==> config.mk <==
export PLATFORM = sky130hd
export DESIGN_NAME = c_subset_token_scanner_top_flat
export DESIGN_NICKNAME = d
export VERILOG_FILES = /design/src/hdl/cst_pkg.sv /design/src/hdl/cst_if.sv /design/src/hdl/cst_scan_core.sv /design/src/hdl/cst_result_queue.sv /design/src/hdl/c_subset_token_scanner_top.sv /design/src/flat_wrapper.sv
export SDC_FILE = /design/constraint.sdc
export NUM_CORES = 2
export LEC_CHECK = 0
export BUFFER_PORTS_ARGS = -buffer_cell sky130_fd_sc_hd__clkbuf_2
export CORE_UTILIZATION = 57
export DETAILED_ROUTE_END_ITERATION = 7
export GPL_TIMING_DRIVEN = 0
export PLACE_DENSITY = 0.88
export SETUP_SLACK_MARGIN = 0.5
export SLEW_MARGIN = 20
export SYNTH_ARGS = -nofsm -noshare
export SYNTH_HDL_FRONTEND = slang
export SYNTH_SLANG_ARGS = --single-unit
export TNS_END_PERCENT = 50
==> constraint.sdc <==
create_clock -name clock -period 6.5 [get_ports clock]
set_input_delay 0 -clock clock [delete_from_list [all_inputs] [get_ports clock]]
set_output_delay 0 -clock clock [all_outputs]
set_load 0.005 [all_outputs]
==> src/hdl/cst_pkg.sv <==
// Shared types, codes and keyword table of the C subset token scanner.
// No dependencies; the interface, core, queue, top and checker files import it.
package cst_pkg;

   // Fixed widths of the result fields.
   localparam int KIND_W = 3;
   localparam int CODE_W = 5;
   localparam int ERR_W  = 2;
   localparam int SPAN_W = 24;
   localparam int LINE_W = 20;
   localparam int COL_W  = 16;

   // Keyword storage: eight characters, the length counts up to nine for long names.
   localparam int KEYWORD_CHARS = 8;
   localparam int NAME_W        = 8 * KEYWORD_CHARS;
   localparam int LEN_W         = $clog2(KEYWORD_CHARS + 2);
   localparam int KW_COUNT      = 10;

   // Result queue depth; must be a power of two and at least two.
   localparam int QUEUE_DEPTH = 4;

   localparam logic [KIND_W-1:0] KIND_EOF     = 3'd0;
   localparam logic [KIND_W-1:0] KIND_WORD    = 3'd1;
   localparam logic [KIND_W-1:0] KIND_IDENT   = 3'd2;
   localparam logic [KIND_W-1:0] KIND_STRING  = 3'd3;
   localparam logic [KIND_W-1:0] KIND_INVALID = 3'd4;

   localparam logic [CODE_W-1:0] CODE_NONE   = 5'd0;
   localparam logic [CODE_W-1:0] CODE_LPAREN = 5'd11;
   localparam logic [CODE_W-1:0] CODE_RPAREN = 5'd12;
   localparam logic [CODE_W-1:0] CODE_LBRACE = 5'd13;
   localparam logic [CODE_W-1:0] CODE_RBRACE = 5'd14;
   localparam logic [CODE_W-1:0] CODE_STAR   = 5'd15;
   localparam logic [CODE_W-1:0] CODE_SEMI   = 5'd16;
   localparam logic [CODE_W-1:0] CODE_COMMA  = 5'd17;
   localparam logic [CODE_W-1:0] CODE_DOT1   = 5'd18;
   localparam logic [CODE_W-1:0] CODE_DOT2   = 5'd19;
   localparam logic [CODE_W-1:0] CODE_DOT3   = 5'd20;

   localparam logic [ERR_W-1:0] ERR_NONE       = 2'd0;
   localparam logic [ERR_W-1:0] ERR_UNTERM     = 2'd1;
   localparam logic [ERR_W-1:0] ERR_NEWLINE    = 2'd2;
   localparam logic [ERR_W-1:0] ERR_UNEXPECTED = 2'd3;

   // Names are shifted in at the low byte, so the first character sits highest,
   // which is the layout of a right-aligned string literal.
   localparam logic [NAME_W-1:0] KW_TEXT [KW_COUNT] = '{
      "void", "char", "short", "int", "long",
      "signed", "unsigned", "const", "volatile", "extern"
   };
   localparam logic [LEN_W-1:0] KW_LEN [KW_COUNT] = '{
      4'd4, 4'd4, 4'd5, 4'd3, 4'd4, 4'd6, 4'd8, 4'd5, 4'd8, 4'd6
   };

   typedef struct packed {
      logic [KIND_W-1:0] token_kind;
      logic [CODE_W-1:0] word_code;
      logic [ERR_W-1:0]  error_code;
      logic [SPAN_W-1:0] span_start;
      logic [SPAN_W-1:0] span_end;
      logic [LINE_W-1:0] first_line_no;
      logic [COL_W-1:0]  first_col_no;
      logic [LINE_W-1:0] last_line_no;
      logic [COL_W-1:0]  last_col_no;
      logic              run_last;
   } rsp_type;

   // Up to two results from one input transfer, in emission order.
   typedef struct packed {
      logic    first_valid;
      logic    second_valid;
      rsp_type first;
      rsp_type second;
   } push_type;

   // Returns the keyword code 1..10, or none.
   function automatic logic [CODE_W-1:0] keyword_code(input logic [NAME_W-1:0] chars,
                                                      input logic [LEN_W-1:0] len);
      logic [CODE_W-1:0] code;
      code = CODE_NONE;
      for (int k = 0; k < KW_COUNT; k++) begin
         if (len == KW_LEN[k] && chars == KW_TEXT[k]) begin
            code = CODE_W'(k + 1);
         end
      end
      return code;
   endfunction

endpackage

==> src/hdl/cst_if.sv <==
// Handshake channels of the C subset token scanner: source bytes in, tokens out.
// Depends on cst_pkg for the field widths.
interface cst_req_if;
   logic       valid;
   logic       ready;
   logic [7:0] char_byte;
   logic       end_of_text;

   modport source (output valid, output char_byte, output end_of_text, input ready);
   modport sink   (input valid, input char_byte, input end_of_text, output ready);
endinterface

interface cst_rsp_if;
   import cst_pkg::*;

   logic              valid;
   logic              ready;
   logic [KIND_W-1:0] token_kind;
   logic [CODE_W-1:0] word_code;
   logic [ERR_W-1:0]  error_code;
   logic [SPAN_W-1:0] span_start;
   logic [SPAN_W-1:0] span_end;
   logic [LINE_W-1:0] first_line_no;
   logic [COL_W-1:0]  first_col_no;
   logic [LINE_W-1:0] last_line_no;
   logic [COL_W-1:0]  last_col_no;
   logic              run_last;

   modport source (output valid, output token_kind, output word_code, output error_code,
                   output span_start, output span_end, output first_line_no,
                   output first_col_no, output last_line_no, output last_col_no,
                   output run_last, input ready);
   modport sink   (input valid, input token_kind, input word_code, input error_code,
                   input span_start, input span_end, input first_line_no,
                   input first_col_no, input last_line_no, input last_col_no,
                   input run_last, output ready);
endinterface

==> src/hdl/cst_scan_core.sv <==
// Scanner state and per-byte token logic of the C subset token scanner.
// Depends on cst_pkg; feeds up to two results per transfer to the result queue.
module cst_scan_core #(
   parameter int OFFSET_BITS = 24,
   parameter int LINE_BITS   = 20,
   parameter int COLUMN_BITS = 16
) (
   input  logic              clock,
   input  logic              reset,
   input  logic              take,
   input  logic [7:0]        char_byte,
   input  logic              end_of_text,
   output cst_pkg::push_type push
);
   import cst_pkg::*;

   typedef enum logic [2:0] {
      MODE_IDLE, MODE_NAME, MODE_STR, MODE_ESC, MODE_DOT1, MODE_DOT2
   } mode_type;

   localparam logic [7:0] CH_TAB    = 8'h09;
   localparam logic [7:0] CH_NL     = 8'h0A;
   localparam logic [7:0] CH_VT     = 8'h0B;
   localparam logic [7:0] CH_FF     = 8'h0C;
   localparam logic [7:0] CH_CR     = 8'h0D;
   localparam logic [7:0] CH_SPACE  = 8'h20;
   localparam logic [7:0] CH_QUOTE  = 8'h22;
   localparam logic [7:0] CH_DOT    = 8'h2E;
   localparam logic [7:0] CH_BSLASH = 8'h5C;
   localparam logic [7:0] CH_LPAREN = 8'h28;
   localparam logic [7:0] CH_RPAREN = 8'h29;
   localparam logic [7:0] CH_STAR   = 8'h2A;
   localparam logic [7:0] CH_COMMA  = 8'h2C;
   localparam logic [7:0] CH_SEMI   = 8'h3B;
   localparam logic [7:0] CH_LBRACE = 8'h7B;
   localparam logic [7:0] CH_RBRACE = 8'h7D;

   mode_type               mode_ff, mode_in;
   logic [NAME_W-1:0]      chars_ff, chars_in;
   logic [LEN_W-1:0]       len_ff, len_in;
   logic [OFFSET_BITS-1:0] tb_ff, tb_in, ts_ff, ts_in, byte_ff, byte_in;
   logic [LINE_BITS-1:0]   line_ff, line_in, bl_ff, bl_in;
   logic [COLUMN_BITS-1:0] col_ff, col_in, bc_ff, bc_in;
   logic                   done_ff, done_in;

   logic                   is_alpha, is_alnum, is_space, is_nl, ends, do_start;
   logic [OFFSET_BITS-1:0] after;
   logic [LINE_BITS-1:0]   line_adv;
   logic [COLUMN_BITS-1:0] col_adv, col_end, col_eof;
   logic [CODE_W-1:0]      kw, punct;
   logic [KIND_W-1:0]      pend_kind;
   logic [CODE_W-1:0]      pend_code;
   logic [ERR_W-1:0]       pend_err;
   logic                   pend_v, flush_v, tok_v;
   rsp_type                flush_r, tok_r, first_r, second_r;

   function automatic logic [OFFSET_BITS-1:0] sat_off(input logic [OFFSET_BITS-1:0] v);
      return (v == '1) ? v : v + 1'b1;
   endfunction

   function automatic logic [LINE_BITS-1:0] sat_line(input logic [LINE_BITS-1:0] v);
      return (v == '1) ? v : v + 1'b1;
   endfunction

   function automatic logic [COLUMN_BITS-1:0] sat_col(input logic [COLUMN_BITS-1:0] v);
      return (v == '1) ? v : v + 1'b1;
   endfunction

   function automatic logic [CODE_W-1:0] punct_code(input logic [7:0] c);
      logic [CODE_W-1:0] code;
      case (c)
         CH_LPAREN: code = CODE_LPAREN;
         CH_RPAREN: code = CODE_RPAREN;
         CH_LBRACE: code = CODE_LBRACE;
         CH_RBRACE: code = CODE_RBRACE;
         CH_STAR:   code = CODE_STAR;
         CH_SEMI:   code = CODE_SEMI;
         CH_COMMA:  code = CODE_COMMA;
         default:   code = CODE_NONE;
      endcase
      return code;
   endfunction

   // The first column is reported one below the stored value, floored at zero.
   function automatic rsp_type make_result(input logic [KIND_W-1:0] kind,
                                           input logic [CODE_W-1:0] code,
                                           input logic [ERR_W-1:0] err,
                                           input logic [OFFSET_BITS-1:0] s,
                                           input logic [OFFSET_BITS-1:0] e,
                                           input logic [LINE_BITS-1:0] fl,
                                           input logic [COLUMN_BITS-1:0] fc,
                                           input logic [LINE_BITS-1:0] ll,
                                           input logic [COLUMN_BITS-1:0] lc);
      rsp_type                r;
      logic [COLUMN_BITS-1:0] fcm;
      fcm             = (fc == '0) ? '0 : fc - 1'b1;
      r.token_kind    = kind;
      r.word_code     = code;
      r.error_code    = err;
      r.span_start    = SPAN_W'(s);
      r.span_end      = SPAN_W'(e);
      r.first_line_no = LINE_W'(fl);
      r.first_col_no  = COL_W'(fcm);
      r.last_line_no  = LINE_W'(ll);
      r.last_col_no   = COL_W'(lc);
      r.run_last      = 1'b0;
      return r;
   endfunction

   assign is_alpha = (char_byte >= "a" && char_byte <= "z") ||
                     (char_byte >= "A" && char_byte <= "Z") || char_byte == "_";
   assign is_alnum = is_alpha || (char_byte >= "0" && char_byte <= "9");
   assign is_nl    = char_byte == CH_NL;
   assign is_space = char_byte == CH_SPACE || char_byte == CH_TAB || is_nl ||
                     char_byte == CH_VT || char_byte == CH_FF;
   assign ends     = end_of_text || char_byte == 8'd0;
   assign after    = sat_off(byte_ff);
   assign line_adv = is_nl ? sat_line(line_ff) : line_ff;
   assign col_adv  = is_nl ? '0 : sat_col(col_ff);
   assign kw       = keyword_code(chars_ff, len_ff);
   assign punct    = punct_code(char_byte);

   // What the open token becomes when something other than its own next byte arrives.
   always_comb begin
      pend_v    = 1'b1;
      pend_kind = KIND_INVALID;
      pend_code = CODE_NONE;
      pend_err  = ERR_NONE;
      case (mode_ff)
         MODE_NAME: begin
            pend_kind = (kw != CODE_NONE) ? KIND_WORD : KIND_IDENT;
            pend_code = kw;
         end
         MODE_DOT1: begin
            pend_kind = KIND_WORD;
            pend_code = CODE_DOT1;
         end
         MODE_DOT2: begin
            pend_kind = KIND_WORD;
            pend_code = CODE_DOT2;
         end
         MODE_STR, MODE_ESC: begin
            pend_err = ERR_UNTERM;
         end
         default: begin
            pend_v = 1'b0;
         end
      endcase
   end

   always_comb begin
      mode_in  = mode_ff;
      chars_in = chars_ff;
      len_in   = len_ff;
      tb_in    = tb_ff;
      ts_in    = ts_ff;
      byte_in  = byte_ff;
      line_in  = line_ff;
      col_in   = col_ff;
      bl_in    = bl_ff;
      bc_in    = bc_ff;
      done_in  = done_ff;
      flush_v  = 1'b0;
      flush_r  = '0;
      tok_v    = 1'b0;
      tok_r    = '0;
      do_start = 1'b0;
      col_end  = col_ff;
      col_eof  = sat_col(col_ff);
      if (take) begin
         if (done_ff) begin
            col_in = col_eof;
            bl_in  = line_ff;
            bc_in  = col_eof;
            tok_v  = 1'b1;
            tok_r  = make_result(KIND_EOF, CODE_NONE, ERR_NONE, byte_ff, byte_ff,
                                 line_ff, col_eof, line_ff, col_eof);
         end else if (ends) begin
            // A dangling escape swallows the end as one column first.
            col_end = (mode_ff == MODE_ESC) ? sat_col(col_ff) : col_ff;
            col_eof = sat_col(col_end);
            flush_v = pend_v;
            flush_r = make_result(pend_kind, pend_code, pend_err, tb_ff, ts_ff,
                                  bl_ff, bc_ff, line_ff, col_end);
            tok_v   = 1'b1;
            tok_r   = make_result(KIND_EOF, CODE_NONE, ERR_NONE, byte_ff, byte_ff,
                                  line_ff, col_eof, line_ff, col_eof);
            mode_in = MODE_IDLE;
            done_in = 1'b1;
            col_in  = col_eof;
            bl_in   = line_ff;
            bc_in   = col_eof;
         end else begin
            byte_in = after;
            if (char_byte != CH_CR) begin
               case (mode_ff)
                  MODE_NAME: begin
                     if (is_alnum) begin
                        col_in = sat_col(col_ff);
                        ts_in  = after;
                        if (len_ff < LEN_W'(KEYWORD_CHARS)) begin
                           chars_in = {chars_ff[NAME_W-9:0], char_byte};
                           len_in   = len_ff + 1'b1;
                        end else begin
                           len_in = LEN_W'(KEYWORD_CHARS + 1);
                        end
                     end else begin
                        flush_v  = 1'b1;
                        flush_r  = make_result(pend_kind, pend_code, pend_err, tb_ff, ts_ff,
                                               bl_ff, bc_ff, line_ff, col_ff);
                        do_start = 1'b1;
                     end
                  end
                  MODE_STR: begin
                     if (is_nl) begin
                        flush_v  = 1'b1;
                        flush_r  = make_result(KIND_INVALID, CODE_NONE, ERR_NEWLINE, tb_ff,
                                               ts_ff, bl_ff, bc_ff, line_ff, col_ff);
                        do_start = 1'b1;
                     end else begin
                        col_in = sat_col(col_ff);
                        ts_in  = after;
                        if (char_byte == CH_QUOTE) begin
                           tok_v   = 1'b1;
                           tok_r   = make_result(KIND_STRING, CODE_NONE, ERR_NONE, tb_ff,
                                                 after, bl_ff, bc_ff, line_ff,
                                                 sat_col(col_ff));
                           mode_in = MODE_IDLE;
                        end else if (char_byte == CH_BSLASH) begin
                           mode_in = MODE_ESC;
                        end
                     end
                  end
                  MODE_ESC: begin
                     line_in = line_adv;
                     col_in  = col_adv;
                     ts_in   = after;
                     mode_in = MODE_STR;
                  end
                  MODE_DOT1, MODE_DOT2: begin
                     if (char_byte == CH_DOT) begin
                        col_in = sat_col(col_ff);
                        ts_in  = after;
                        if (mode_ff == MODE_DOT1) begin
                           mode_in = MODE_DOT2;
                        end else begin
                           tok_v   = 1'b1;
                           tok_r   = make_result(KIND_WORD, CODE_DOT3, ERR_NONE, tb_ff,
                                                 after, bl_ff, bc_ff, line_ff,
                                                 sat_col(col_ff));
                           mode_in = MODE_IDLE;
                        end
                     end else begin
                        flush_v  = 1'b1;
                        flush_r  = make_result(pend_kind, pend_code, pend_err, tb_ff, ts_ff,
                                               bl_ff, bc_ff, line_ff, col_ff);
                        do_start = 1'b1;
                     end
                  end
                  default: begin
                     do_start = 1'b1;
                  end
               endcase

               // The byte opens a new token, or is whitespace between tokens.
               if (do_start) begin
                  mode_in = MODE_IDLE;
                  line_in = line_adv;
                  col_in  = col_adv;
                  if (!is_space) begin
                     bl_in = line_adv;
                     bc_in = col_adv;
                     tb_in = byte_ff;
                     ts_in = after;
                     if (is_alpha) begin
                        mode_in  = MODE_NAME;
                        chars_in = NAME_W'(char_byte);
                        len_in   = LEN_W'(1);
                     end else if (char_byte == CH_QUOTE) begin
                        mode_in = MODE_STR;
                     end else if (char_byte == CH_DOT) begin
                        mode_in = MODE_DOT1;
                     end else begin
                        tok_v = 1'b1;
                        tok_r = make_result((punct != CODE_NONE) ? KIND_WORD : KIND_INVALID,
                                            punct,
                                            (punct != CODE_NONE) ? ERR_NONE : ERR_UNEXPECTED,
                                            byte_ff, after, line_adv, col_adv,
                                            line_adv, col_adv);
                     end
                  end
               end
            end
         end
      end
   end

   // Pack the results in order; the last one of the transfer carries run_last.
   always_comb begin
      first_r           = flush_v ? flush_r : tok_r;
      first_r.run_last  = !(flush_v && tok_v);
      second_r          = tok_r;
      second_r.run_last = 1'b1;
   end

   assign push.first_valid  = flush_v || tok_v;
   assign push.second_valid = flush_v && tok_v;
   assign push.first        = first_r;
   assign push.second       = second_r;

   always_ff @(posedge clock) begin
      if (reset) begin
         mode_ff  <= MODE_IDLE;
         chars_ff <= '0;
         len_ff   <= '0;
         tb_ff    <= '0;
         ts_ff    <= '0;
         byte_ff  <= '0;
         line_ff  <= '0;
         col_ff   <= '0;
         bl_ff    <= '0;
         bc_ff    <= '0;
         done_ff  <= 1'b0;
      end else begin
         mode_ff  <= mode_in;
         chars_ff <= chars_in;
         len_ff   <= len_in;
         tb_ff    <= tb_in;
         ts_ff    <= ts_in;
         byte_ff  <= byte_in;
         line_ff  <= line_in;
         col_ff   <= col_in;
         bl_ff    <= bl_in;
         bc_ff    <= bc_in;
         done_ff  <= done_in;
      end
   end

endmodule

==> src/hdl/cst_result_queue.sv <==
// Small result queue of the C subset token scanner: takes up to two results
// per cycle, delivers one per transfer. Depends on cst_pkg.
module cst_result_queue (
   input  logic              clock,
   input  logic              reset,
   input  cst_pkg::push_type push,
   output logic              has_room,
   output logic              out_valid,
   input  logic              out_ready,
   output cst_pkg::rsp_type  head
);
   import cst_pkg::*;

   localparam int PTR_W = $clog2(QUEUE_DEPTH);
   localparam int CNT_W = $clog2(QUEUE_DEPTH + 1);

   rsp_type          entry_ff [QUEUE_DEPTH];
   logic [PTR_W-1:0] wp_ff, wp_in, rp_ff, rp_in;
   logic [CNT_W-1:0] count_ff, count_in;
   logic [1:0]       push_n;
   logic             pop;

   assign push_n    = {1'b0, push.first_valid} + {1'b0, push.second_valid};
   assign out_valid = count_ff != '0;
   assign pop       = out_valid && out_ready;
   assign head      = entry_ff[rp_ff];
   // Room for the worst case of two results from the next transfer.
   assign has_room  = count_ff <= CNT_W'(QUEUE_DEPTH - 2);

   assign wp_in    = wp_ff + PTR_W'(push_n);
   assign rp_in    = rp_ff + PTR_W'(pop);
   assign count_in = count_ff + CNT_W'(push_n) - CNT_W'(pop);

   always_ff @(posedge clock) begin
      if (reset) begin
         wp_ff    <= '0;
         rp_ff    <= '0;
         count_ff <= '0;
      end else begin
         wp_ff    <= wp_in;
         rp_ff    <= rp_in;
         count_ff <= count_in;
      end
   end

   always_ff @(posedge clock) begin
      if (push.first_valid) begin
         entry_ff[wp_ff] <= push.first;
      end
      if (push.second_valid) begin
         entry_ff[PTR_W'(wp_ff + 1'b1)] <= push.second;
      end
   end

endmodule

==> src/hdl/c_subset_token_scanner_top.sv <==
// Top level of the C subset token scanner: byte channel in, token channel out.
// Depends on cst_pkg, cst_if, cst_scan_core and cst_result_queue.

// The scanner takes one source byte (or an end marker) per transfer and can take
// a new byte in every clock cycle while the queue has room. All the work for a
// byte happens between the scanner state registers and a four-entry result
// queue, so a token caused by a byte is offered on the result channel in the next
// cycle unless tokens wait ahead of it. One input transfer yields zero, one or two
// tokens; two tokens arise when a byte both closes the open token and forms
// a token of its own, or at end of text when a pending token is flushed ahead of
// the end-of-file token. The result channel delivers one token per transfer, so a
// sustained rate of one byte per cycle holds as long as tokens average at most one
// per byte. The byte channel's ready is high while reset is low and the result
// queue has at least two free entries; it is independent of the scanner mode. Line,
// column and byte offsets saturate at the widths that LINE_BITS, COLUMN_BITS and
// OFFSET_BITS set, and are cut or zero extended to the fixed result field widths.
// After the end marker, every further transfer yields one end-of-file token.
module c_subset_token_scanner_top #(
   parameter int OFFSET_BITS = 24,
   parameter int LINE_BITS   = 20,
   parameter int COLUMN_BITS = 16
) (
   input logic      clock,
   input logic      reset,
   cst_req_if.sink  req_bus,
   cst_rsp_if.source rsp_bus
);
   import cst_pkg::*;

   push_type push;
   rsp_type  head;
   logic     has_room;
   logic     take;

   // A byte transfer happens when the source offers a byte and the queue has room.
   // No byte is taken while reset is high.
   assign req_bus.ready = has_room && !reset;
   assign take          = req_bus.valid && req_bus.ready;

   cst_scan_core #(
      .OFFSET_BITS (OFFSET_BITS),
      .LINE_BITS   (LINE_BITS),
      .COLUMN_BITS (COLUMN_BITS)
   ) u_core (
      .clock       (clock),
      .reset       (reset),
      .take        (take),
      .char_byte   (req_bus.char_byte),
      .end_of_text (req_bus.end_of_text),
      .push        (push)
   );

   // The queue separates the two sides, so bytes keep flowing while a token waits.
   cst_result_queue u_queue (
      .clock     (clock),
      .reset     (reset),
      .push      (push),
      .has_room  (has_room),
      .out_valid (rsp_bus.valid),
      .out_ready (rsp_bus.ready),
      .head      (head)
   );

   assign rsp_bus.token_kind    = head.token_kind;
   assign rsp_bus.word_code     = head.word_code;
   assign rsp_bus.error_code    = head.error_code;
   assign rsp_bus.span_start    = head.span_start;
   assign rsp_bus.span_end      = head.span_end;
   assign rsp_bus.first_line_no = head.first_line_no;
   assign rsp_bus.first_col_no  = head.first_col_no;
   assign rsp_bus.last_line_no  = head.last_line_no;
   assign rsp_bus.last_col_no   = head.last_col_no;
   assign rsp_bus.run_last      = head.run_last;

endmodule

==> src/flat_wrapper.sv <==
// flat-port wrapper written by rule: the top's interface ports become plain ports
module c_subset_token_scanner_top_flat import cst_pkg::*;
#(
   parameter int OFFSET_BITS = 24,
   parameter int LINE_BITS   = 20,
   parameter int COLUMN_BITS = 16
)
  (clock, reset, req_bus_valid, req_bus_char_byte, req_bus_end_of_text, req_bus_ready, rsp_bus_valid, rsp_bus_token_kind, rsp_bus_word_code, rsp_bus_error_code, rsp_bus_span_start, rsp_bus_span_end, rsp_bus_first_line_no, rsp_bus_first_col_no, rsp_bus_last_line_no, rsp_bus_last_col_no, rsp_bus_run_last, rsp_bus_ready);
  cst_req_if req_bus_i ();
  cst_rsp_if rsp_bus_i ();
  input logic clock;
  input logic reset;
  input wire logic [$bits(req_bus_i.valid)-1:0] req_bus_valid;
  input wire logic [$bits(req_bus_i.char_byte)-1:0] req_bus_char_byte;
  input wire logic [$bits(req_bus_i.end_of_text)-1:0] req_bus_end_of_text;
  output wire logic [$bits(req_bus_i.ready)-1:0] req_bus_ready;
  output wire logic [$bits(rsp_bus_i.valid)-1:0] rsp_bus_valid;
  output wire logic [$bits(rsp_bus_i.token_kind)-1:0] rsp_bus_token_kind;
  output wire logic [$bits(rsp_bus_i.word_code)-1:0] rsp_bus_word_code;
  output wire logic [$bits(rsp_bus_i.error_code)-1:0] rsp_bus_error_code;
  output wire logic [$bits(rsp_bus_i.span_start)-1:0] rsp_bus_span_start;
  output wire logic [$bits(rsp_bus_i.span_end)-1:0] rsp_bus_span_end;
  output wire logic [$bits(rsp_bus_i.first_line_no)-1:0] rsp_bus_first_line_no;
  output wire logic [$bits(rsp_bus_i.first_col_no)-1:0] rsp_bus_first_col_no;
  output wire logic [$bits(rsp_bus_i.last_line_no)-1:0] rsp_bus_last_line_no;
  output wire logic [$bits(rsp_bus_i.last_col_no)-1:0] rsp_bus_last_col_no;
  output wire logic [$bits(rsp_bus_i.run_last)-1:0] rsp_bus_run_last;
  input wire logic [$bits(rsp_bus_i.ready)-1:0] rsp_bus_ready;
  assign req_bus_i.valid = req_bus_valid;
  assign req_bus_i.char_byte = req_bus_char_byte;
  assign req_bus_i.end_of_text = req_bus_end_of_text;
  assign req_bus_ready = req_bus_i.ready;
  assign rsp_bus_valid = rsp_bus_i.valid;
  assign rsp_bus_token_kind = rsp_bus_i.token_kind;
  assign rsp_bus_word_code = rsp_bus_i.word_code;
  assign rsp_bus_error_code = rsp_bus_i.error_code;
  assign rsp_bus_span_start = rsp_bus_i.span_start;
  assign rsp_bus_span_end = rsp_bus_i.span_end;
  assign rsp_bus_first_line_no = rsp_bus_i.first_line_no;
  assign rsp_bus_first_col_no = rsp_bus_i.first_col_no;
  assign rsp_bus_last_line_no = rsp_bus_i.last_line_no;
  assign rsp_bus_last_col_no = rsp_bus_i.last_col_no;
  assign rsp_bus_run_last = rsp_bus_i.run_last;
  assign rsp_bus_i.ready = rsp_bus_ready;
  c_subset_token_scanner_top #(.OFFSET_BITS(OFFSET_BITS), .LINE_BITS(LINE_BITS), .COLUMN_BITS(COLUMN_BITS)) u_core (.clock(clock), .reset(reset), .req_bus(req_bus_i), .rsp_bus(rsp_bus_i));
endmodule
==> parameters.txt <==
Parameter                              Value

Setup path
  Cell depth of the worst setup path    18
  Largest delay share family, worst path    buffers and inverters
  Critical path peak fanout    36
  Crit-path cells    clkbuf_2 -> clkbuf_1 -> nand2_1 -> nor2_1 -> and3_1 -> nor2_1 -> o21a_2 -> nor2_1 -> nor2_4 -> inv_1 -> clkbuf_2 -> buf_2 -> clkbuf_2 -> ha_1 -> nand3b_1 -> clkbuf_1 -> clkbuf_2 -> nand2_4
  Critical path buffer and inverter count    8
  Worst R2R Path Depth    14
  Most common cell type on the critical path    clkbuf_2
  Reg-to-reg startpoint    u_core.u_core.mode_ff[0]$_SDFFE_PP0P_
  Setup Crit Path Kind    in -> reg
  CP max-delay cell    clkbuf_1
  Worst path required time    between 6 and 7 ns
  Worst-case register-to-register setup slack    around 0.40 ns
  Timing startpoint of the critical path    req_bus_char_byte[2]
  Largest stage delay on the critical path    0.69 ns
  Category of the worst setup path launch point    input pin
  Sort of element at the end of the critical path    register
  Data arrival time of the critical path    6.40 ns

Clock network
  Count of clock tree sinks    747
  Maximum buffer depth of the clock tree    3
  CTS Buf Count    77
  TritonCTS clock tree    done
  H-Tree Depth    3
  Clock insertion delay at the later pin of the skew report    around 0.66 ns
  Clock Tree Root    clkbuf_16
  Clock-pin slew on the worst setup and hold paths    around 0.060 ns

STA
  RSZ-0062 raised after global routing    yes
  Number of hold violations in the final report    0
  Worst-case setup margin in the final layout    ~0.34 ns
  Tightest slew margin relative to the limit    19.9%
  Setup TNS    0 ns
  Achievable Freq    ~160 MHz
  Number of setup violations in the final report    0
  Final period demand of the worst path    between 6 and 7 ns
  Slew at the pin closest to its max-slew limit    around 1.2 ns
  Worst-case clock skew    approximately 0.029 ns
  Final max-slew violation count    0
  Share of the cycle needed by the critical path after routing    between 90 and 100%

Routing
  Met2 layer wire length in the routed design    around 64000 µm
  Metal1 wirelength    just over 50000 µm
  WL per Instance    ~28 µm
  Remaining routing DRC violations    3
  Uppermost routed layer    met5
  Iteration-0 DRC Markers    approximately 7000
  Via count of the routed design    37813
  Total Routed Length    150000 µm
  First-pass detailed-route iteration total    8
  Number of vias per cell    7.16
  Final ANT Viol Nets    0
  Routed wire length on met3    22500 µm

Min path
  Worst hold path depth    4
  Hold Startpoint    rsp_bus_ready
  Worst min path class    in -> reg

Floorplanning
  # IOs    roughly 150
  Width of the chip    roughly 270 µm
  Area of the core region    between 0.07 and 0.08 mm²
  FP Rows    a little under 100
  Die Outline Area    about 0.072 mm²
  Die height    ~270 µm
  Initial cell density of the core    57.6%

Synthesis
  Most area-hungry cell type in the Yosys netlist    edfxtp_1
  Number of unique standard cell types used by synthesis    97
  Sequential element share of the synthesized area    ~50%
  Most instantiated library cell after synthesis    edfxtp_1
  Netlist area before placement    just over 0.04 mm²
  Share of synthesized registers carrying an async set or reset    0%
  Simple logic cell fraction of the synthesized area    ~16%
  Proportion of netlist area held by the largest area contributor    between 30% and 40%
  Post-Syn Nets    between 4000 and 5000
  Average cell area after synthesis    roughly 10 µm²
  Xor-xnor portion of the synthesized cell area    between 2 and 3%
  Flops & latches, synth    approximately 750
  Syn Inst Count    approximately 4000
  Total number of yosys warnings    0
  Main combinational cell family by area after synthesis    compound AO/OA/AOI/OAI gates
  Adder-cell share of the synthesized area    0.639%
  Synth Area in Compound Gates    18.4%
  Top FF cell, synth    edfxtp_1
  Multiplexer fraction of the synthesized cell area    8.30%
  Post-synth EDFFs    520
  Synth top cells by count    520 x edfxtp_1, 504 x nand2_1, 400 x nor2_1, 325 x o21ai_0, 302 x clkbuf_1
  Biggest area contributors in the synthesized netlist    edfxtp_1 39%, dfxtp_1 11%, mux4_2 7.3%

Power
  Areal power density over the cells    293 mW/mm²
  Maximum ir drop on the vdd rail    ~210 µV
  Standby leakage power    0.0145 µW
  Design Power    around 13000 µW

Job
  Max-capacitance violation count    0

Placed design
  IO buf count    between 100 and 150
  DPL Wire Length    a little over 100000 µm
  Placed inst area    between 0.04 and 0.05 mm²
  GPL Wtd Cong    between 1 and 1.5
  Setup Slack @ Placement    -1.78 ns

Outcome
  Status    finished with violations
  Violated checks    design-rule violations

Global routing
  Antenna violations before repair    5
  Remaining global-route overflow    0
  Pin count of the biggest net entering global routing    approximately 70
  First-pass GRT wire length    218000 µm
  Global-route usage over all layers    40.7%
  Vias in the first global route    35095

Cells and area
  Number of inserted filler cells in the final layout    5239
  Fraction of final layout cells sized beyond drive strength 1    between 10 and 15%
  Total Nets Final    between 4000 and 5000
  Post-synthesis to final-layout area growth    13.1%
  Cell area after layout    between 0.04 and 0.05 mm²
-- logic make-up after synthesis --
logic type,count (synthesis)
simple gates,1408
mux,169
buf+inv,379
flops,747
compound gates,1174
fa+ha+maj,20
xor+xnor,126
-- worst register-to-register path, cell delays in order, from the launching register on --
cell      delay (ns)
dfxtp_1         0.38
clkbuf_1        0.39
nor3_1          0.20
o21a_2          0.32
nor2_1          0.23
nor2_4          0.12
inv_1           0.16
clkbuf_2        0.43
buf_2           0.48
clkbuf_2        0.41
ha_1            0.33
nand3b_1        0.29
clkbuf_1        0.69
clkbuf_2        0.68
nand2_4         0.56
-- worst paths after layout --
kind                                                endpoint
setup / recovery    u_core.u_queue.entry_ff[3][29]$_DFFE_PP_
setup reg to reg    u_core.u_queue.entry_ff[3][29]$_DFFE_PP_
hold reg to reg   u_core.u_queue.entry_ff[1][0]$_SDFFE_PP1P_
hold / removal            u_core.u_queue.rp_ff[0]$_SDFF_PP0_
-- layout make-up --
type	count	area [µm²]	share of cell area, %
plain buffers	356	1430	3.14
multi-input cells	2900	19000	41.7
inverters	23	86.3	0.189
diodes	2	5.00	0.0110
repair buffers	169	1080	2.36
clock inverters	46	561	1.23
clock buffers	97	2100	4.61
flip-flops and latches	747	20200	44.2
well taps	940	1180	2.58
-- sequential cells by signal, indices dropped and copies added, names as in the netlist, 3 cells and up --
register                 count
u_core.u_core.byte_ff       24
u_core.u_core.len_ff         4
u_core.u_core.line_ff       20
u_core.u_core.bl_ff         20
u_core.u_core.bc_ff         16
u_core.u_core.mode_ff        3
u_core.u_queue.entry_ff    524
u_core.u_core.chars_ff      64
u_core.u_queue.count_ff      3
u_core.u_core.ts_ff         24
u_core.u_core.tb_ff         24
u_core.u_core.col_ff        16
-- power breakdown --
part	leakage (µW)	switching, µW	total [µW]	internal, µW
clock	0.00129	2070	4730	2660
combinational	0.00665	2050	3230	1180
sequential	0.00659	131	5380	5250
-- metrics by stage --
step                      utilization, %  std cells  hold WS, ns
after floorplan                        -       4023        0.144
after global placement              60.3       5106        0.372
after detailed placement            60.7       5115        0.388
after CTS                           64.9       5271      0.00528
after global routing                65.1       5278       0.0654
final                               65.1       5280       0.0670
-- layer usage --
layer  vias up  GRT usage [%]
li1      15666              -
met1     17638           51.9
met3       832           12.9
met2      3665           60.8
met5         -          0.878
met4        12           24.2
-- repair_timing --
action	4_1_cts	5_1_grt
resized for setup	45	27
pin swaps	4	3
hold buffers	7	0
setup buffers	3	6
gates cloned	3	0
hold endpoints to repair	7	0
endpoints found under the setup margin	1042	552
-- cell usage in the layout, fill, tap and decap left out, types with 131 or more instances in the layout --
cell,count
clkbuf_2,156
edfxtp_1,520
o21ai_0,322
clkbuf_1,295
nor2_1,396
mux4_2,131
nand2_1,500
dfxtp_1,226
a21oi_1,217
o22ai_1,205
Note: power is estimated with default switching activity, not from simulation.
